--- config.mk ---
export PLATFORM = sky130hd
export DESIGN_NAME = ipv4_or_hostname_classifier_unit_flat
export DESIGN_NICKNAME = d
export VERILOG_FILES = /design/src/rtl/core/ihc_pkg.sv /design/src/rtl/core/ihc_if.sv /design/src/rtl/core/ipv4_or_hostname_classifier_unit.sv /design/src/rtl/core/ihc_scan.sv /design/src/flat_wrapper.sv
export SDC_FILE = /design/constraint.sdc
export NUM_CORES = 1
export LEC_CHECK = 0
export BUFFER_PORTS_ARGS = -buffer_cell sky130_fd_sc_hd__buf_2
export CAP_MARGIN = 25
export CORE_ASPECT_RATIO = 0.5
export CORE_MARGIN = 2
export CORE_UTILIZATION = 30
export CTS_CLUSTER_SIZE = 40
export DETAILED_ROUTE_END_ITERATION = 7
export GPL_TIMING_DRIVEN = 0
export SYNTH_ARGS = -nofsm -noshare
export SYNTH_HDL_FRONTEND = slang
export SYNTH_SLANG_ARGS = --single-unit
--- constraint.sdc ---
create_clock -name clock -period 9.9 [get_ports clock]
set_clock_uncertainty 0.15 [all_clocks]
set_input_delay 1.98 -clock clock [delete_from_list [all_inputs] [get_ports clock]]
set_output_delay 1.98 -clock clock [all_outputs]
set_load 0.01 [all_outputs]
--- src/rtl/core/ihc_pkg.sv ---
// shared types and constants for the ipv4 / hostname classifier
package ihc_pkg;

   localparam int CHAR_WIDTH = 16;

   localparam logic [CHAR_WIDTH-1:0] CHAR_ZERO   = 16'h0030;
   localparam logic [CHAR_WIDTH-1:0] CHAR_NINE   = 16'h0039;
   localparam logic [CHAR_WIDTH-1:0] CHAR_DOT    = 16'h002E;
   localparam logic [CHAR_WIDTH-1:0] CHAR_HYPHEN = 16'h002D;
   localparam logic [CHAR_WIDTH-1:0] CHAR_UC_A   = 16'h0041;
   localparam logic [CHAR_WIDTH-1:0] CHAR_UC_Z   = 16'h005A;
   localparam logic [CHAR_WIDTH-1:0] CHAR_LC_A   = 16'h0061;
   localparam logic [CHAR_WIDTH-1:0] CHAR_LC_Z   = 16'h007A;
   localparam logic [CHAR_WIDTH-1:0] ASCII_MAX   = 16'h007F;

   localparam int QUAD_MAX_LENGTH = 15;
   localparam logic [9:0] QUAD_PART_MAX = 10'd255;
   localparam logic [2:0] QUAD_PARTS = 3'd4;
   localparam logic [2:0] QUAD_PARTS_SAT = 3'd5;
   localparam logic [2:0] PART_DIGITS_MAX = 3'd3;
   localparam logic [2:0] PART_DIGITS_SAT = 3'd4;

   typedef enum logic [1:0] {
      CLASS_INVALID = 2'd0,
      CLASS_IPV4    = 2'd1,
      CLASS_DOMAIN  = 2'd2
   } ihc_class_type;

   // one character word presented to the scanner
   typedef struct packed {
      logic                  step;
      logic [CHAR_WIDTH-1:0] char_code;
      logic                  is_final;
   } ihc_step_type;

endpackage

--- src/rtl/core/ihc_if.sv ---
// request and response channel interfaces of the classifier
interface ihc_req_if import ihc_pkg::*; ();
   logic                  valid;
   logic                  ready;
   logic [CHAR_WIDTH-1:0] char_code;
   logic                  is_final;

   modport source (output valid, output char_code, output is_final, input ready);
   modport sink (input valid, input char_code, input is_final, output ready);
endinterface

interface ihc_rsp_if ();
   logic       valid;
   logic       ready;
   logic [1:0] address_class;

   modport source (output valid, output address_class, input ready);
   modport sink (input valid, input address_class, output ready);
endinterface

--- src/rtl/core/ipv4_or_hostname_classifier_unit.sv ---
// top level of the ipv4 dotted quad / domain name classifier
// Takes one character word per clock, except where a final word stalls (see below):
// each character is held in the input register while the scan state
// (lengths, current part, current label) is updated from it, and
// the final character of a string loads the verdict into the output register,
// so a result reaches rsp_ch through the input and then the output register. While
// a result waits on rsp_ch the block still takes characters; only a second final
// word stalls until the waiting result is taken. One result per string:
// 0 invalid, 1 IPv4 dotted quad (wins when both formats match), 2 domain name.
module ipv4_or_hostname_classifier_unit import ihc_pkg::*; #(
   parameter int MAX_NAME_LENGTH  = 253,
   parameter int MAX_LABEL_LENGTH = 63
) (
   input  logic      clock,
   input  logic      reset,
   ihc_req_if.sink   req_ch,
   ihc_rsp_if.source rsp_ch
);

   logic                  in_valid_ff;
   logic [CHAR_WIDTH-1:0] in_char_ff;
   logic                  in_final_ff;
   logic                  out_valid_ff;
   ihc_class_type         out_class_ff;
   logic                  out_free;
   logic                  consume;
   ihc_step_type          step;
   ihc_class_type         verdict;

   assign out_free = !out_valid_ff || rsp_ch.ready;
   assign consume  = in_valid_ff && (!in_final_ff || out_free);
   assign req_ch.ready = !in_valid_ff || consume;

   assign step = '{step: consume, char_code: in_char_ff, is_final: in_final_ff};

   ihc_scan #(
      .MAX_NAME_LENGTH  (MAX_NAME_LENGTH),
      .MAX_LABEL_LENGTH (MAX_LABEL_LENGTH)
   ) u_scan (
      .clock         (clock),
      .reset         (reset),
      .step_in       (step),
      .address_class (verdict)
   );

   always_ff @(posedge clock) begin
      if (reset) begin
         in_valid_ff <= 1'b0;
      end else if (req_ch.ready) begin
         in_valid_ff <= req_ch.valid;
      end
   end

   always_ff @(posedge clock) begin
      if (req_ch.ready && req_ch.valid) begin
         in_char_ff  <= req_ch.char_code;
         in_final_ff <= req_ch.is_final;
      end
   end

   always_ff @(posedge clock) begin
      if (reset) begin
         out_valid_ff <= 1'b0;
      end else if (consume && in_final_ff) begin
         out_valid_ff <= 1'b1;
      end else if (rsp_ch.ready) begin
         out_valid_ff <= 1'b0;
      end
   end

   always_ff @(posedge clock) begin
      if (consume && in_final_ff) out_class_ff <= verdict;
   end

   assign rsp_ch.valid         = out_valid_ff;
   assign rsp_ch.address_class = out_class_ff;

endmodule

--- src/rtl/core/ihc_scan.sv ---
// per-string scan state and its combinational update for both format checks
module ihc_scan import ihc_pkg::*; #(
   parameter int MAX_NAME_LENGTH  = 253,
   parameter int MAX_LABEL_LENGTH = 63
) (
   input  logic          clock,
   input  logic          reset,
   input  ihc_step_type  step_in,
   output ihc_class_type address_class
);

   localparam int TLW = $clog2(MAX_NAME_LENGTH + 2);
   localparam int LLW = $clog2(MAX_LABEL_LENGTH + 1);
   localparam logic [TLW-1:0] TOTAL_SAT  = TLW'(MAX_NAME_LENGTH + 1);
   localparam logic [TLW-1:0] TOTAL_MAX  = TLW'(MAX_NAME_LENGTH);
   localparam logic [TLW-1:0] QUAD_LIMIT = TLW'(QUAD_MAX_LENGTH);
   localparam logic [LLW-1:0] LABEL_MAX  = LLW'(MAX_LABEL_LENGTH);

   typedef struct packed {
      logic       valid;
      logic [2:0] digits;
      logic [9:0] value;
      logic       lead_zero;
      logic [2:0] parts;
   } quad_type;

   typedef struct packed {
      logic           valid;
      logic [LLW-1:0] label_len;
      logic           prev_hyphen;
      logic           seen_dot;
   } name_type;

   localparam quad_type QUAD_RESET = '{valid: 1'b1, digits: 3'd0, value: 10'd0,
                                       lead_zero: 1'b0, parts: 3'd0};
   localparam name_type NAME_RESET = '{valid: 1'b1, label_len: '0, prev_hyphen: 1'b0,
                                       seen_dot: 1'b0};

   logic [TLW-1:0] total_ff, total_in;
   quad_type       quad_ff, quad_in;
   name_type       name_ff, name_in;

   function automatic quad_type close_part(input quad_type q);
      quad_type r;
      r = q;
      if (q.digits == 3'd0 || q.digits > PART_DIGITS_MAX) r.valid = 1'b0;
      if (q.value > QUAD_PART_MAX) r.valid = 1'b0;
      if (q.parts < QUAD_PARTS_SAT) r.parts = q.parts + 3'd1;
      r.digits    = 3'd0;
      r.value     = 10'd0;
      r.lead_zero = 1'b0;
      return r;
   endfunction

   always_comb begin
      logic [CHAR_WIDTH-1:0] c;
      logic                  is_digit;
      logic                  is_letter;
      logic                  grow;
      c = step_in.char_code;
      is_digit  = (c >= CHAR_ZERO) && (c <= CHAR_NINE);
      is_letter = ((c >= CHAR_LC_A) && (c <= CHAR_LC_Z)) ||
                  ((c >= CHAR_UC_A) && (c <= CHAR_UC_Z));
      grow = 1'b0;

      total_in = total_ff;
      quad_in  = quad_ff;
      name_in  = name_ff;
      address_class = CLASS_INVALID;

      if (total_ff < TOTAL_SAT) total_in = total_ff + TLW'(1);

      if (c > ASCII_MAX) begin
         quad_in.valid = 1'b0;
         name_in.valid = 1'b0;
      end

      // dotted quad
      if (is_digit) begin
         if (quad_ff.digits == 3'd0) begin
            quad_in.lead_zero = (c == CHAR_ZERO);
         end else if (quad_ff.lead_zero) begin
            quad_in.valid = 1'b0;
         end
         if (quad_ff.digits < PART_DIGITS_MAX) begin
            quad_in.value = {quad_ff.value[6:0], 3'b000} + {quad_ff.value[8:0], 1'b0}
                            + {6'd0, c[3:0]};
         end
         if (quad_ff.digits < PART_DIGITS_SAT) quad_in.digits = quad_ff.digits + 3'd1;
         if (quad_in.digits > PART_DIGITS_MAX) quad_in.valid = 1'b0;
      end else if (c == CHAR_DOT) begin
         quad_in = close_part(quad_in);
      end else begin
         quad_in.valid = 1'b0;
      end

      // domain name
      if (is_digit || is_letter) begin
         grow = 1'b1;
         name_in.prev_hyphen = 1'b0;
      end else if (c == CHAR_HYPHEN) begin
         if (name_ff.label_len == '0) name_in.valid = 1'b0;
         grow = 1'b1;
         name_in.prev_hyphen = 1'b1;
      end else if (c == CHAR_DOT) begin
         if (name_ff.label_len == '0 || name_ff.prev_hyphen) name_in.valid = 1'b0;
         name_in.seen_dot    = 1'b1;
         name_in.label_len   = '0;
         name_in.prev_hyphen = 1'b0;
      end else begin
         name_in.valid = 1'b0;
      end
      if (grow) begin
         if (name_ff.label_len >= LABEL_MAX) name_in.valid = 1'b0;
         else name_in.label_len = name_ff.label_len + LLW'(1);
      end

      // end of string: verdict, then back to the fresh state
      if (step_in.is_final) begin
         quad_in = close_part(quad_in);
         if (quad_in.parts != QUAD_PARTS || total_in > QUAD_LIMIT) quad_in.valid = 1'b0;
         if (name_in.label_len == '0 || name_in.prev_hyphen || !name_in.seen_dot ||
             total_in > TOTAL_MAX) name_in.valid = 1'b0;
         priority if (quad_in.valid) address_class = CLASS_IPV4;
         else if (name_in.valid) address_class = CLASS_DOMAIN;
         else address_class = CLASS_INVALID;
         total_in = '0;
         quad_in  = QUAD_RESET;
         name_in  = NAME_RESET;
      end
   end

   always_ff @(posedge clock) begin
      if (reset) begin
         total_ff <= '0;
         quad_ff  <= QUAD_RESET;
         name_ff  <= NAME_RESET;
      end else if (step_in.step) begin
         total_ff <= total_in;
         quad_ff  <= quad_in;
         name_ff  <= name_in;
      end
   end

endmodule

--- src/flat_wrapper.sv ---
// flat-port wrapper written by rule: the top's interface ports become plain ports
module ipv4_or_hostname_classifier_unit_flat import ihc_pkg::*;
#(
   parameter int MAX_NAME_LENGTH  = 253,
   parameter int MAX_LABEL_LENGTH = 63
)
  (clock, reset, req_ch_valid, req_ch_char_code, req_ch_is_final, req_ch_ready, rsp_ch_valid, rsp_ch_address_class, rsp_ch_ready);
  ihc_req_if req_ch_i ();
  ihc_rsp_if rsp_ch_i ();
  input  logic clock;
  input  logic reset;
  input wire logic [$bits(req_ch_i.valid)-1:0] req_ch_valid;
  input wire logic [$bits(req_ch_i.char_code)-1:0] req_ch_char_code;
  input wire logic [$bits(req_ch_i.is_final)-1:0] req_ch_is_final;
  output wire logic [$bits(req_ch_i.ready)-1:0] req_ch_ready;
  output wire logic [$bits(rsp_ch_i.valid)-1:0] rsp_ch_valid;
  output wire logic [$bits(rsp_ch_i.address_class)-1:0] rsp_ch_address_class;
  input wire logic [$bits(rsp_ch_i.ready)-1:0] rsp_ch_ready;
  assign req_ch_i.valid = req_ch_valid;
  assign req_ch_i.char_code = req_ch_char_code;
  assign req_ch_i.is_final = req_ch_is_final;
  assign req_ch_ready = req_ch_i.ready;
  assign rsp_ch_valid = rsp_ch_i.valid;
  assign rsp_ch_address_class = rsp_ch_i.address_class;
  assign rsp_ch_i.ready = rsp_ch_ready;
  ipv4_or_hostname_classifier_unit #(.MAX_NAME_LENGTH(MAX_NAME_LENGTH), .MAX_LABEL_LENGTH(MAX_LABEL_LENGTH)) u_core (.clock(clock), .reset(reset), .req_ch(req_ch_i), .rsp_ch(rsp_ch_i));
endmodule
# After elaboration in Yosys (flattened, before gate mapping)
# Index checks and enable logic that the tools add are counted.
dict set report word_totals {
  ff_bits 56
  inputBits 21
  output_inout_bits 4
  elab_cells 127
}
dict set report op_classes {
  add_sub_neg 7
  n_lt_le_gt_ge 20
  eq_ne 5
  mux 48
  n_bitwise 1
  n_reduce_logical 30
}
# op n
set op_table {}
lappend op_table {{16-bit by 6-bit equality test with 1-bit output (second input constant)} 3}
lappend op_table {{16-bit by 7-bit >= comparator with 1-bit output (second input constant)} 2}
lappend op_table {{16-bit by 7-bit less-or-equal comparator with 1-bit output (second input constant)} 2}
lappend op_table {{1-bit 2-to-1 mux} 29}
lappend op_table {{8-bit 2-to-1 mux} 3}
lappend op_table {{10-bit by 8-bit greater-than comparator with 1-bit output (second input constant)} 2}
lappend op_table {{18-bit 2-to-1 mux} 1}
lappend op_table {{3-bit 2-to-1 mux} 6}
lappend op_table {{17-bit 2-to-1 mux} 1}
lappend op_table {{16-bit by 6-bit >= comparator with 1-bit output (second input constant)} 1}
lappend op_table {{16-bit by 7-bit greater-than comparator with 1-bit output (second input constant)} 1}
lappend op_table {{16-bit by 6-bit less-or-equal comparator with 1-bit output (second input constant)} 1}
lappend op_table {{15-bit 2-to-1 mux} 1}
lappend op_table {{7-bit 2-to-1 mux} 2}
lappend op_table {{6-bit logical NOT} 2}
lappend op_table {{1-bit logical OR} 12}
lappend op_table {{6-bit 2-to-1 mux} 2}
lappend op_table {{10-bit adder} 1}
lappend op_table {{10-bit by 4-bit adder with 10-bit output} 1}
lappend op_table {{10-bit 2-to-1 mux} 1}
lappend op_table {{3-bit by 1-bit adder with 3-bit output (second input constant)} 3}
lappend op_table {{3-bit by 2-bit greater-than comparator with 1-bit output (second input constant)} 3}
lappend op_table {{3-bit less-than comparator (second input constant)} 3}
lappend op_table {{9-bit 2-to-1 mux} 1}
lappend op_table {{other kinds (18)} 27}

# Logic depth before layout (Yosys ltp)
# Gate-level depths: netlist of run 1.
dict set report logic_depth {
  word_depth 16
  ltp_mapped 12
  mapped_depth_nobuf 12
}

# Hierarchy
# Synthesis of run 1 repeated with hierarchy kept, for this count alone.
dict set report hier_totals {
  cells_unflattened 405
  area_unflattened_um2 3624.7
}
# module n_inst cells_per_inst area_per_inst_um2 seq_area_each_um2
set by_module_without_submodules {}
lappend by_module_without_submodules {ihc_scan 1 374 2950.3 700.7}
lappend by_module_without_submodules {ipv4_or_hostname_classifier_unit 1 31 674.4 610.6}

# Worst setup path before layout of run 1
# OpenSTA, ideal clock, no wires.
dict set report synth_timing {
  path_type {input to output}
  start {input port rsp_ch_ready}
  end {output port req_ch_ready}
  t_arrival_ps 2332
  required_ps 7770
  setup_slack_ps 5438
  cell_stages 2
  n_path_buf 0
  path_cell_list {nor2b_1 > nand3_1}
}
dict set report synth_between {
  elab_chain_len 4
}
# item line
set synth_lines {}
lappend synth_lines {{start: declaration} flat_wrapper.sv:18} ;# input wire logic [$bits(rsp_ch_i.ready)-1:0] rsp_ch_ready;
lappend synth_lines {{1-bit logical OR} ipv4_or_hostname_classifier_unit.sv:30} ;# assign out_free = !out_valid_ff || rsp_ch.ready;
lappend synth_lines {{1-bit logical OR} ipv4_or_hostname_classifier_unit.sv:31} ;# assign consume = in_valid_ff && (!in_final_ff || out_free);
lappend synth_lines {{1-bit logical AND} ipv4_or_hostname_classifier_unit.sv:31}
lappend synth_lines {{1-bit logical OR} ipv4_or_hostname_classifier_unit.sv:32} ;# assign req_ch.ready = !in_valid_ff || consume;
lappend synth_lines {{end: declaration} flat_wrapper.sv:15} ;# output wire logic [$bits(req_ch_i.ready)-1:0] req_ch_ready;
# No other way between the ends.

# Final worst setup path of run 1
# Same ends and word-level chain as after synthesis.

==> summary.log, run 1 <==
INFO  outcome        result_of_the_run=completed
INFO  power          power.static_leakage=1.484nW
INFO  detailed_routing wire_per_inst=14.54um
INFO  timing         max_clock_freq=0.2088GHz
INFO  clock_tree     ctsResizeCount=0
INFO  timing         final_max_tran_viols=0
INFO  timing         grt_setup_unrepaired=false
INFO  detailed_routing drt-initial-drc-count=177
INFO  finish         antenna-diode-count=0
INFO  worst_setup_path critical_path.n_buffers_inverters=2
INFO  worst_setup_path cpPeakStageDelay=0.27ns
INFO  logic_synthesis synth_seq_cells=56
INFO  global_routing first_global_vias=2,819
INFO  logic_synthesis asyncSetResetFlopFracSynth=0%
INFO  flow_run       maxCapViolCount=0
INFO  worst_setup_path crit_path_end=req_ch_ready
INFO  timing         final-setup-viol-count=0
INFO  finish         fin_nets=468
INFO  finish         post_route_cell_area=0.003921mm^2
INFO  worst_setup_path cp-startpoint=rsp_ch_ready
INFO  clock_tree     cts.root.buffer_cell=sky130_fd_sc_hd__clkbuf_16
INFO  power          power-per-cell-area=122.5mW/mm^2
INFO  timing         hold_viol=0
INFO  worst_setup_path worstSetupEndpointType=output pin
INFO  logic_synthesis syn_area=0.003440mm^2
INFO  worst_setup_path crit_fanout=4
INFO  timing         tightestPinTransition=0.6745ns
INFO  power          totalPowerFinal=0.0004805W
INFO  worst_hold_path holdCritPathClass=register to register
INFO  logic_synthesis synth_largest_area_cell=sky130_fd_sc_hd__dfxtp_1
INFO  clock_tree     ctsLongestPathBuffers=2
INFO  worst_setup_path critPathMostFrequentCell=sky130_fd_sc_hd__buf_2
INFO  logic_synthesis ys_types=59
INFO  floorplan      height_of_the_chip=79.72um
INFO  worst_setup_path reg2reg_to=u_core.rsp_ch.address_class[1]
INFO  worst_setup_path critPathLaunchType=primary input
INFO  clock_tree     cts.reportedPaths.clkPinSlew=0.08ns
INFO  finish         multi_input_gate_area=0.001984mm^2
INFO  detailed_routing detail_route.wirelength=8271um
INFO  logic_synthesis number_of_flops_mapped_to_enable_cells_by_yosys=19
INFO  logic_synthesis synth.area.top_cells=sky130_fd_sc_hd__dfxtp_1, sky130_fd_sc_hd__edfxtp_1, sky130_fd_sc_hd__ha_1
INFO  logic_synthesis yosysWarningCount=0
INFO  finish         post_layout_instance_count_excluding_filler_cells=569
INFO  clock_tree     clock_tree.htree_level_count=2
INFO  clock_tree     post_cts_hold_buffer_count=0
INFO  floorplan      io-pin-count=25
INFO  detailed_routing vias=3,049
INFO  finish         seq_area=0.001311mm^2
INFO  worst_setup_path cp_data_required_time=7.77ns
INFO  global_routing grt_first_pass_wirelength=13,600um
INFO  worst_setup_path critical_path_class=primary input to output pin
INFO  floorplan      die-width=155.4um
INFO  floorplan      die_footprint=0.01239mm^2
INFO  worst_setup_path critical_path_depth=4
INFO  timing         post-route-period-util=48.37%
INFO  global_routing maximum_number_of_pins_on_one_net_before_global_route_repair=18
INFO  logic_synthesis synthCells=392
INFO  place          dpl-instance-area=0.003754mm^2
INFO  worst_setup_path regToRegStartpoint=u_core.in_char_ff[13]
INFO  timing         max-slew-margin-rel=54.69%
INFO  power          power.ir.vdd_worst=0.0001021V
INFO  logic_synthesis synth_nets=437
INFO  finish         fill_cells=1,147
INFO  place          placed_cells=561
INFO  worst_setup_path critical_path.top_delay_family=simple AND/OR/NAND/NOR gates
INFO  logic_synthesis synth_sequential_area_ratio=38.12%
INFO  logic_synthesis synth.top_cell.area_share=21.54%
INFO  floorplan      initial_core_util=31.04%
INFO  finish         layout-drive-gt1-share=10.85%
INFO  logic_synthesis ys_dominant_reg_cell=sky130_fd_sc_hd__dfxtp_1
INFO  worst_setup_path critical-path-slowest-cell=sky130_fd_sc_hd__nor2b_1
INFO  worst_setup_path r2r_cells=12
INFO  detailed_routing remaining_drc_errors=0
INFO  floorplan      core=0.01108mm^2
INFO  timing         fin_setup_tns=0ns
INFO  clock_tree     cts.sinks=56
INFO  place          place.port_buffers=23
INFO  place          place_congestion=0.8539
INFO  logic_synthesis synthesis.area_per_instance=8.774um^2
INFO  detailed_routing drt_first_pass_iters=5
INFO  global_routing antenna_violations_before_repair=0
INFO  worst_setup_path worst-r2r-setup-slack=5.63ns
INFO  clock_tree     cts_tree=built
INFO  detailed_routing ant_nets=0
INFO  global_routing globalRouteTotalUtil=13.97%
INFO  clock_tree     cts_setup_buffers=0
INFO  global_routing globalRouteOverflowTotal=0
INFO  detailed_routing vias_per_inst=5.359
INFO  clock_tree     clkLatencyLatePin=0.31ns
INFO  worst_setup_path crit_chain=buf_2, nor2b_1, nand3_1, buf_2
INFO  place          dp.final_hpwl=6118um
INFO  timing         timing.hold.ws=0.3328ns
INFO  finish         syn2layout_area_growth=14.01%
INFO  worst_setup_path worst-endpoint-arrival=2.66ns
INFO  clock_tree     cts-buffers-inserted=5
INFO  floorplan      row_count=27
INFO  timing         finalCriticalPeriod=4.789ns
[flip-flops by register name (all words and copies together), names as in the netlist]
register and cells:
u_core.u_scan.quad_ff 18, u_core.in_char_ff 16, u_core.u_scan.name_ff 9, u_core.u_scan.total_ff 8, u_core.rsp_ch.address_class 2, u_core.in_final_ff 1, u_core.in_valid_ff 1, u_core.rsp_ch.valid 1
[cells in the mapped netlist, drive strengths merged (2+ instances only)]
cell type  number
nor2           47
dfxtp          37
nand2          33
a21oi          26
ha             22
inv            20
a22oi          19
edfxtp         19
o21ai          19
nand3          15
clkbuf         14
nor3           11
xnor2          10
a31oi           8
and3            6
a32oi           5
nand2b          5
nor4            5
o21a            5
or4             5
o31ai           4
a211oi          3
a21o            3
and2            3
and4            3
nor2b           3
or2             3
a221oi          2
a22o            2
and3b           2
buf             2
fa              2
mux2i           2
nand4           2
nand4b          2
nor3b           2
nor4bb          2
o2111ai         2
o211ai          2
o22ai           2
[placed cells by master, fill, tap and decap left out, drive strengths merged, types with 3 or more instances in the layout]
cell     n
a21oi   26
edfxtp  19
o21a     5
nor3    11
and2     3
a22oi   19
nor2b    3
dfxtp   37
clkbuf  20
a211oi   3
inv     21
or4      5
ha      22
or2      3
xnor2   10
a32oi    5
a31oi    8
a21o     3
and3     6
buf     26
nand2   33
o21ai   19
nor4     5
nand3   15
nand2b   5
and4     3
nor2    47
o31ai    4
[layout make-up]
class | count | area share [%]
clock inverters | 2 | 0.9892
plain buffers | 16 | 1.914
flip-flops and latches | 56 | 33.44
multi-input cells | 300 | 50.61
repair buffers | 24 | 3.223
well taps | 145 | 4.627
clock buffers | 6 | 3.287
inverters | 20 | 1.914
[how the worst min path moves through the flow]
stage,depth (start not counted),slack (ns),startpoint,to
2_1_floorplan,2,0.28,u_core.u_scan.quad_ff[17],u_core.u_scan.quad_ff[17]
3_3_place_gp,2,0.30,u_core.u_scan.name_ff[0],u_core.u_scan.name_ff[0]
3_5_place_dp,2,0.32,u_core.u_scan.name_ff[0],u_core.u_scan.name_ff[0]
4_1_cts,2,0.33,u_core.u_scan.name_ff[0],u_core.u_scan.name_ff[0]
5_1_grt,2,0.36,u_core.u_scan.quad_ff[3],u_core.u_scan.quad_ff[3]
6_report,2,0.33,u_core.u_scan.quad_ff[17],u_core.u_scan.quad_ff[17]
[report_power, final]
part	total, W	switching (W)	leakage [nW]	internal (W)
combinational	0.0000286	0.0000184	0.915	0.0000102
clock	0.000204	0.0000832	0.0815	0.000121
sequential	0.000248	0.00000491	0.487	0.000243
total	0.000480	0.000107	1.48	0.000374
[tightest hold or removal path, stage by stage, from the launching register on]
cell	delay, ns
sky130_fd_sc_hd__dfxtp_1	0.34
sky130_fd_sc_hd__a21oi_1	0.07
sky130_fd_sc_hd__nand2_1	0.05
[per-stage QoR]
stage          worst slack [ns]  utilization (%)
2_1_floorplan             5.438                -
5_1_grt                   5.068            35.39
3_5_place_dp              5.113            33.88
4_1_cts                   5.108            35.39
6_report                  5.111            35.39
3_3_place_gp              5.149            33.72
[routing by layer]
layer	GRT usage [%]	part of all wire [%]
met2	23.41	45
met5	0	0
met4	5.505	1.6
met3	2.280	4.0
met1	18.19	49
[kinds of logic (layout without fill, tap and decap cells)]
logic type,count (synthesis),in the layout,share of synthesized area [%]
simple gates,151,151,22.41
mux,3,3,0.9094
flops,56,56,38.12
buf+inv,36,68,4.365
xor+xnor,11,11,2.801
fa+ha+maj,24,24,9.167
compound gates,111,111,22.23
No activity file was read; power rests on OpenSTA's default activity.
==> run 2: changes to the inputs <==
==> constraint.sdc (replaced) <==
create_clock -name clock -period 4 [get_ports clock]
set_clock_uncertainty 0.15 [all_clocks]
set_input_delay 0.8 -clock clock [delete_from_list [all_inputs] [get_ports clock]]
set_output_delay 0.8 -clock clock [all_outputs]
set_load 0.01 [all_outputs]
==> run 2 against run 1 <==
Net effect: sequential cell count unchanged; critical path type is now register to register; global-route usage up 0.095 points; cell count up 0.35%; sequential power up 150%; highest routed layer unchanged; clock-buffer cell count unchanged.
==> summary.log, run 2 (synthesized netlist as in run 1, its figures left out) <==
INFO  place          place.port_buffers=23 [unchanged]
INFO  place          dp.final_hpwl=6118um [unchanged]
INFO  finish         layout-drive-gt1-share=11.74% [+0.89 points]
INFO  detailed_routing detail_route.wirelength=8329um [+0.70%]
INFO  global_routing globalRouteOverflowTotal=0 [unchanged]
INFO  timing         grt_setup_unrepaired=false
INFO  power          power.ir.vdd_worst=0.0002526V [+150%]
INFO  finish         post_layout_instance_count_excluding_filler_cells=571 [+0.35%]
INFO  global_routing first_global_vias=2,857 [+1.3%]
INFO  clock_tree     cts-buffers-inserted=5 [unchanged]
INFO  floorplan      height_of_the_chip=79.72um [unchanged]
INFO  global_routing globalRouteTotalUtil=14.07% [+0.095 points]
INFO  detailed_routing vias_per_inst=5.315 [-0.81%]
INFO  power          power.static_leakage=1.495nW [+0.72%]
INFO  global_routing antenna_violations_before_repair=0 [unchanged]
INFO  finish         fin_nets=470 [+0.43%]
INFO  outcome        result_of_the_run=completed
INFO  global_routing grt_first_pass_wirelength=13,720um [+0.87%]
INFO  finish         layout_common_cells=sky130_fd_sc_hd__nor2_1, sky130_fd_sc_hd__dfxtp_1, sky130_fd_sc_hd__nand2_1
INFO  worst_hold_path holdCritPathClass=register to register
INFO  detailed_routing wire_per_inst=14.59um [+0.35%]
INFO  clock_tree     clkLatencyLatePin=0.30ns [about the same]
INFO  worst_setup_path worst-endpoint-arrival=3.69ns [+1.03 ns]
INFO  worst_setup_path critical_path_class=register to register
INFO  finish         post_route_cell_area=0.003958mm^2 [+0.93%]
INFO  worst_setup_path cp_data_required_time=3.90ns [-3.87 ns]
INFO  timing         fin_setup_tns=0ns [unchanged]
INFO  power          totalPowerFinal=0.001189W [+150%]
INFO  clock_tree     ctsLongestPathBuffers=2 [unchanged]
INFO  detailed_routing drt_first_pass_iters=4 [-1]
INFO  timing         finalCriticalPeriod=3.789ns
INFO  finish         mostFrequentLayoutCell=sky130_fd_sc_hd__nor2_1
INFO  place          placed_cells=561 [unchanged]
INFO  timing         post-route-period-util=94.73%
INFO  place          dpl-instance-area=0.003754mm^2 [unchanged]
INFO  finish         max_flop_register=u_core.u_scan.quad_ff
INFO  timing         final_max_tran_viols=0 [unchanged]
INFO  floorplan      io-pin-count=25 [unchanged]
INFO  global_routing maximum_number_of_pins_on_one_net_before_global_route_repair=18 [unchanged]
INFO  timing         timing.hold.ws=0.3369ns [+0.004073 ns]
INFO  timing         max_clock_freq=0.2639GHz
INFO  clock_tree     clock_tree.htree_level_count=2 [unchanged]
INFO  power          power-per-cell-area=300.4mW/mm^2 [+150%]
INFO  timing         max-slew-margin-rel=54.38% [-0.31 points]
INFO  clock_tree     cts_tree=built
INFO  clock_tree     cts.sinks=56 [unchanged]
INFO  finish         antenna-diode-count=0 [unchanged]
INFO  flow_run       maxCapViolCount=0 [unchanged]
INFO  worst_hold_path min_path_cells=2 [unchanged]
INFO  worst_setup_path r2r_cells=12 [unchanged]
INFO  finish         number_of_flip_flops_in_the_largest_register=18 [unchanged]
INFO  finish         syn2layout_area_growth=15.06%
INFO  finish         layout_top_registers=u_core.u_scan.quad_ff x18, u_core.in_char_ff x16, u_core.u_scan.name_ff x9
INFO  timing         final-setup-viol-count=0 [unchanged]
INFO  worst_setup_path worstSetupEndpointType=register
INFO  floorplan      row_count=27 [unchanged]
INFO  worst_setup_path crit_fanout=5 [+1]
INFO  place          place_congestion=0.8539 [unchanged]
INFO  floorplan      die-width=155.4um [unchanged]
INFO  floorplan      initial_core_util=31.04% [unchanged]
INFO  worst_setup_path critPathLaunchType=register
INFO  clock_tree     cts.reportedPaths.clkPinSlew=0.08ns [about the same]
INFO  detailed_routing drt-initial-drc-count=154 [-13%]
INFO  detailed_routing remaining_drc_errors=0 [unchanged]
INFO  clock_tree     cts.root.buffer_cell=sky130_fd_sc_hd__clkbuf_16
INFO  timing         tightestPinTransition=0.6791ns [+0.004626 ns]
INFO  floorplan      core=0.01108mm^2 [unchanged]
INFO  clock_tree     post_cts_hold_buffer_count=0 [unchanged]
INFO  detailed_routing ant_nets=0 [unchanged]
INFO  timing         hold_viol=0 [unchanged]
INFO  detailed_routing vias=3,035 [-0.46%]
INFO  floorplan      die_footprint=0.01239mm^2 [unchanged]
[run 2: worst paths after layout]
check | startpoint | end | slack, ns
worst max-delay path | u_core.in_char_ff[9] | u_core.rsp_ch.address_class[1] | 0.21
worst min-delay path | u_core.u_scan.quad_ff[17] | u_core.u_scan.quad_ff[17] | 0.34
worst max register to register | u_core.in_char_ff[9] | u_core.rsp_ch.address_class[1] | 0.21
worst min register to register | u_core.u_scan.quad_ff[17] | u_core.u_scan.quad_ff[17] | 0.34
[run 2: area by class of cell]
cell class,instances,area [um^2]
Fill cell,1140,7123
Tap cell,145,181.4
Sequential cell,56,1311
Multi-Input combinational cell,300,2006
Clock buffer,6,128.9
Timing Repair Buffer,26,141.4
Clock inverter,2,38.79
Inverter,20,75.07
Buffer,16,75.07
[run 2: per-stage QoR]
step	util [%]	worst slack (ns)
2_1_floorplan	-	0.5952
3_3_place_gp	33.72	-0.1552
3_5_place_dp	33.88	-0.1386
4_1_cts	35.64	0.1965
5_1_grt	35.72	0.04222
6_report	35.72	0.2108
[run 2: power by group]
group / total (W) / switching [W] / internal [W] / leakage (nW)
logic: 0.0000711 / 0.0000454 / 0.0000257 / 0.926
registers: 0.000616 / 0.0000138 / 0.000602 / 0.487
clock network: 0.000502 / 0.000204 / 0.000298 / 0.0815
[run 2: per-layer routing]
metal | part of all wire [%] | routed length [um] | track usage, % | up-vias
met5 | 0 | 0 | 0 | -
met4 | 1.2 | 102 | 5.505 | 0
met3 | 3.9 | 326 | 2.280 | 6
met2 | 47 | 3896 | 23.81 | 47
met1 | 48 | 4003 | 18.16 | 1459
li1 | - | - | - | 1523
[run 2: worst max-delay path: stages (launching register included)]
cell and delay (ns):
sky130_fd_sc_hd__edfxtp_1 0.41, sky130_fd_sc_hd__nor4_2 0.39, sky130_fd_sc_hd__and4_1 0.31, sky130_fd_sc_hd__nand4b_1 0.21
sky130_fd_sc_hd__a211o_1 0.34, sky130_fd_sc_hd__nand2_1 0.11, sky130_fd_sc_hd__ha_1 0.23, sky130_fd_sc_hd__nand4b_1 0.17
sky130_fd_sc_hd__or4_1 0.55, sky130_fd_sc_hd__a21oi_1 0.14, sky130_fd_sc_hd__o2111ai_1 0.12, sky130_fd_sc_hd__a41o_1 0.27
sky130_fd_sc_hd__o211a_1 0.13
[run 2: what timing repair did]
| action | in CTS | in global routing |
|---|---|---|
| hold endpoints to repair | 0 | 0 |
| endpoints found under the setup margin | 2 | 2 |
| pin swaps | 1 | 0 |
| resized for setup | 2 | 2 |
| gates cloned | 0 | 0 |
| buffers inserted | 2 | 0 |
==> run 3: changes to the inputs <==
--- a/config.mk
+++ b/config.mk
@@ -9,10 +9,12 @@
 export CAP_MARGIN = 25
 export CORE_ASPECT_RATIO = 0.5
 export CORE_MARGIN = 2
-export CORE_UTILIZATION = 30
+export CORE_UTILIZATION = 55
 export CTS_CLUSTER_SIZE = 40
 export DETAILED_ROUTE_END_ITERATION = 7
 export GPL_TIMING_DRIVEN = 0
+export PLACE_DENSITY = 0.77
+export REMOVE_ABC_BUFFERS = 1
 export SYNTH_ARGS = -nofsm -noshare
 export SYNTH_HDL_FRONTEND = slang
 export SYNTH_SLANG_ARGS = --single-unit
==> run 3 against run 2 <==
Net effect: clock power is 5.0% lower; core utilization is 27 points higher; global-route usage is 11 points higher; fmax is 2.4% lower.
==> summary.log, run 3 (synthesized netlist as in run 1, its figures left out) <==
INFO  outcome        result_of_the_run=completed
INFO  clock_tree     cts.sinks=56 [unchanged]
INFO  detailed_routing drt-initial-drc-count=289 [+88%]
INFO  clock_tree     ctsLongestPathBuffers=2 [unchanged]
INFO  power          power_frac_clock=41.2% [-1.0 points]
INFO  floorplan      initial_core_util=56.80% [+26 points]
INFO  finish         post_route_cell_area=0.003791mm^2 [-4.2%]
INFO  global_routing globalRouteTotalUtil=24.90% [+11 points]
INFO  finish         layout_top_registers=u_core.u_scan.quad_ff x18, u_core.in_char_ff x16, u_core.u_scan.name_ff x9
INFO  floorplan      die_footprint=0.006941mm^2 [-44%]
INFO  detailed_routing detail_route.wirelength.met1=3935um [-1.7%]
INFO  power          power.static_leakage=1.459nW [-2.4%]
INFO  detailed_routing detail_route.wirelength=8255um [-0.89%]
INFO  clock_tree     cts_tree=built
INFO  timing         finalCriticalPeriod=3.881ns [+0.09194 ns]
INFO  floorplan      die-width=115.8um [-25%]
INFO  timing         fin_setup_tns=0ns [unchanged]
INFO  finish         postLayoutCoreUtil=62.60% [+27 points]
INFO  power          share_seq_of_total_power=53.5% [+1.7 points]
INFO  power          power-per-cell-area=305.5mW/mm^2 [+1.7%]
INFO  place          place_congestion=0.9136 [+7.0%]
INFO  floorplan      height_of_the_chip=59.92um [-25%]
INFO  global_routing first_global_vias=2,821 [-1.3%]
INFO  place          place.port_buffers=24 [+4.3%]
INFO  detailed_routing vias_per_inst=6.231 [+17%]
INFO  global_routing antenna_violations_before_repair=0 [unchanged]
INFO  worst_setup_path critPathLaunchType=register
INFO  power          switching_fraction=25.20% [+3.1 points]
INFO  clock_tree     clkLatencyLatePin=0.31ns [about the same]
INFO  timing         timing.hold.ws=0.3392ns [+0.002312 ns]
INFO  detailed_routing route.met2.wl=3620um [-7.1%]
INFO  finish         fin_nets=454 [-3.4%]
INFO  finish         mostFrequentLayoutCell=sky130_fd_sc_hd__nor2_1
INFO  detailed_routing vias=3,103 [+2.2%]
INFO  power          power.ir.vdd_worst=0.0002842V [+13%]
INFO  finish         antenna-diode-count=0 [unchanged]
INFO  worst_hold_path holdCritPathClass=register to register
INFO  clock_tree     cts.root.buffer_cell=sky130_fd_sc_hd__clkbuf_16
INFO  timing         max-slew-margin-rel=35.79% [-19 points]
INFO  global_routing globalRouteOverflowTotal=0 [unchanged]
INFO  timing         hold_viol=0 [unchanged]
INFO  timing         final-setup-viol-count=0 [unchanged]
INFO  place          dp.final_hpwl=5749um [-6.0%]
INFO  detailed_routing wire_per_inst=16.58um [+14%]
INFO  finish         max_flop_register=u_core.u_scan.quad_ff
INFO  worst_setup_path critical_path_class=register to register
INFO  timing         final_max_tran_viols=0 [unchanged]
INFO  worst_setup_path crit_fanout=5 [unchanged]
INFO  timing         max_clock_freq=0.2577GHz [-2.4%]
INFO  finish         syn2layout_area_growth=10.22%
INFO  detailed_routing met3_wirelength=542um [+66%]
INFO  finish         layout_common_cells=sky130_fd_sc_hd__nor2_1, sky130_fd_sc_hd__dfxtp_1, sky130_fd_sc_hd__nand2_1
INFO  clock_tree     clock_tree.htree_level_count=2 [unchanged]
INFO  timing         tightestPinTransition=0.9602ns [+0.2810 ns]
INFO  finish         number_of_flip_flops_in_the_largest_register=18 [unchanged]
INFO  detailed_routing uppermost_routed_layer=met4
INFO  worst_setup_path worstSetupEndpointType=register
INFO  global_routing maximum_number_of_pins_on_one_net_before_global_route_repair=36 [+18]
INFO  global_routing grt_first_pass_wirelength=13,280um [-3.2%]
INFO  floorplan      row_count=20 [-26%]
INFO  detailed_routing remaining_drc_errors=0 [unchanged]
INFO  detailed_routing ant_nets=0 [unchanged]
INFO  clock_tree     cts-buffers-inserted=5 [unchanged]
INFO  place          dpl-instance-area=0.003601mm^2 [-4.1%]
INFO  flow_run       maxCapViolCount=0 [unchanged]
INFO  power          totalPowerFinal=0.001158W [-2.6%]
INFO  finish         layout-drive-gt1-share=11.95% [+0.21 points]
INFO  floorplan      core=0.006056mm^2 [-45%]
INFO  worst_setup_path cp_data_required_time=3.92ns [+0.02 ns]
INFO  clock_tree     cts.reportedPaths.clkPinSlew=0.08ns [about the same]
INFO  floorplan      io-pin-count=25 [unchanged]
INFO  power          p_int=0.0008664W [-6.5%]
INFO  detailed_routing drt_first_pass_iters=5 [+1]
INFO  power          power_spent_charging_and_discharging_nets=0.0002919W [+11%]
INFO  worst_setup_path worst-endpoint-arrival=3.80ns [+0.11 ns]
INFO  timing         post-route-period-util=97.03% [+2.3 points]
INFO  power          pwr-share-comb=5.3% [-0.7 points]
[run 3: changes by cell type in the layout (fill, tap and decap cells not counted), sizes merged]
cell    delta
bufinv     -1
clkbuf    -15
buf        -2
inv        +2
[run 3: through the flow]
step | cells | setup slack, ns
after floorplan | 376 | 0.5931
after global placement | 488 | 0.005633
after detailed placement | 488 | -0.002232
after CTS | 496 | 0.07179
after global routing | 498 | -0.1004
final | 498 | 0.1189
[run 3: power by group through the flow]
stage / Combinational [W] / Sequential [W] / Clock, W
after detailed placement: 0.0000592 / 0.000631 / 0
after global routing: 0.0000674 / 0.000622 / 0.000503
final: 0.0000611 / 0.000620 / 0.000477
after floorplan: 0.0000335 / 0.000626 / 0
after global placement: 0.0000576 / 0.000629 / 0
after CTS: 0.0000600 / 0.000618 / 0.000483
[run 3: path summary, 6_finish.rpt]
kind,start,end,slack [ns],cells after the start
hold reg to reg,u_core.u_scan.quad_ff[3],u_core.u_scan.quad_ff[3],0.34,2
setup reg to reg,u_core.in_char_ff[9],u_core.rsp_ch.address_class[1],0.12,12
setup / recovery,u_core.in_char_ff[9],u_core.rsp_ch.address_class[1],0.12,12
hold / removal,u_core.u_scan.quad_ff[3],u_core.u_scan.quad_ff[3],0.34,2
[run 3: final cells by class]
type | count | area [um^2]
repair buffers | 26 | 135.1
fillers | 523 | 2265
well taps | 88 | 110.1
clock buffers | 5 | 125.1
clock inverters | 3 | 28.78
flip-flops and latches | 56 | 1311
multi-input cells | 300 | 2006
inverters | 20 | 75.07
[run 3: worst max-delay path, stage by stage, from the launching register on]
cell and delay [ns]:
sky130_fd_sc_hd__edfxtp_1 0.40, sky130_fd_sc_hd__nor4_2 0.42, sky130_fd_sc_hd__and4_1 0.32, sky130_fd_sc_hd__nand4b_1 0.23
sky130_fd_sc_hd__o21ai_0 0.24, sky130_fd_sc_hd__o21ai_0 0.18, sky130_fd_sc_hd__ha_1 0.32, sky130_fd_sc_hd__nand4b_1 0.16
sky130_fd_sc_hd__or4_1 0.54, sky130_fd_sc_hd__a21oi_1 0.15, sky130_fd_sc_hd__o2111ai_1 0.12, sky130_fd_sc_hd__a41o_1 0.27
sky130_fd_sc_hd__o211a_1 0.12
[run 3: repair_timing]
item | 4_1_cts | 5_1_grt
setup endpoints to repair | 1 | 2
resized for setup | 2 | 2
hold buffers | 0 | 0
gates cloned | 0 | 0
setup buffers | 0 | 2
pin swaps | 0 | 1
[run 3: layer usage]
metal / GRT usage, % / up-vias
li1: - / 1489
met1: 33.50 / 1469
met2: 40.27 / 125
met3: 5.375 / 20
met4: 9.014 / 0
met5: 0 / -
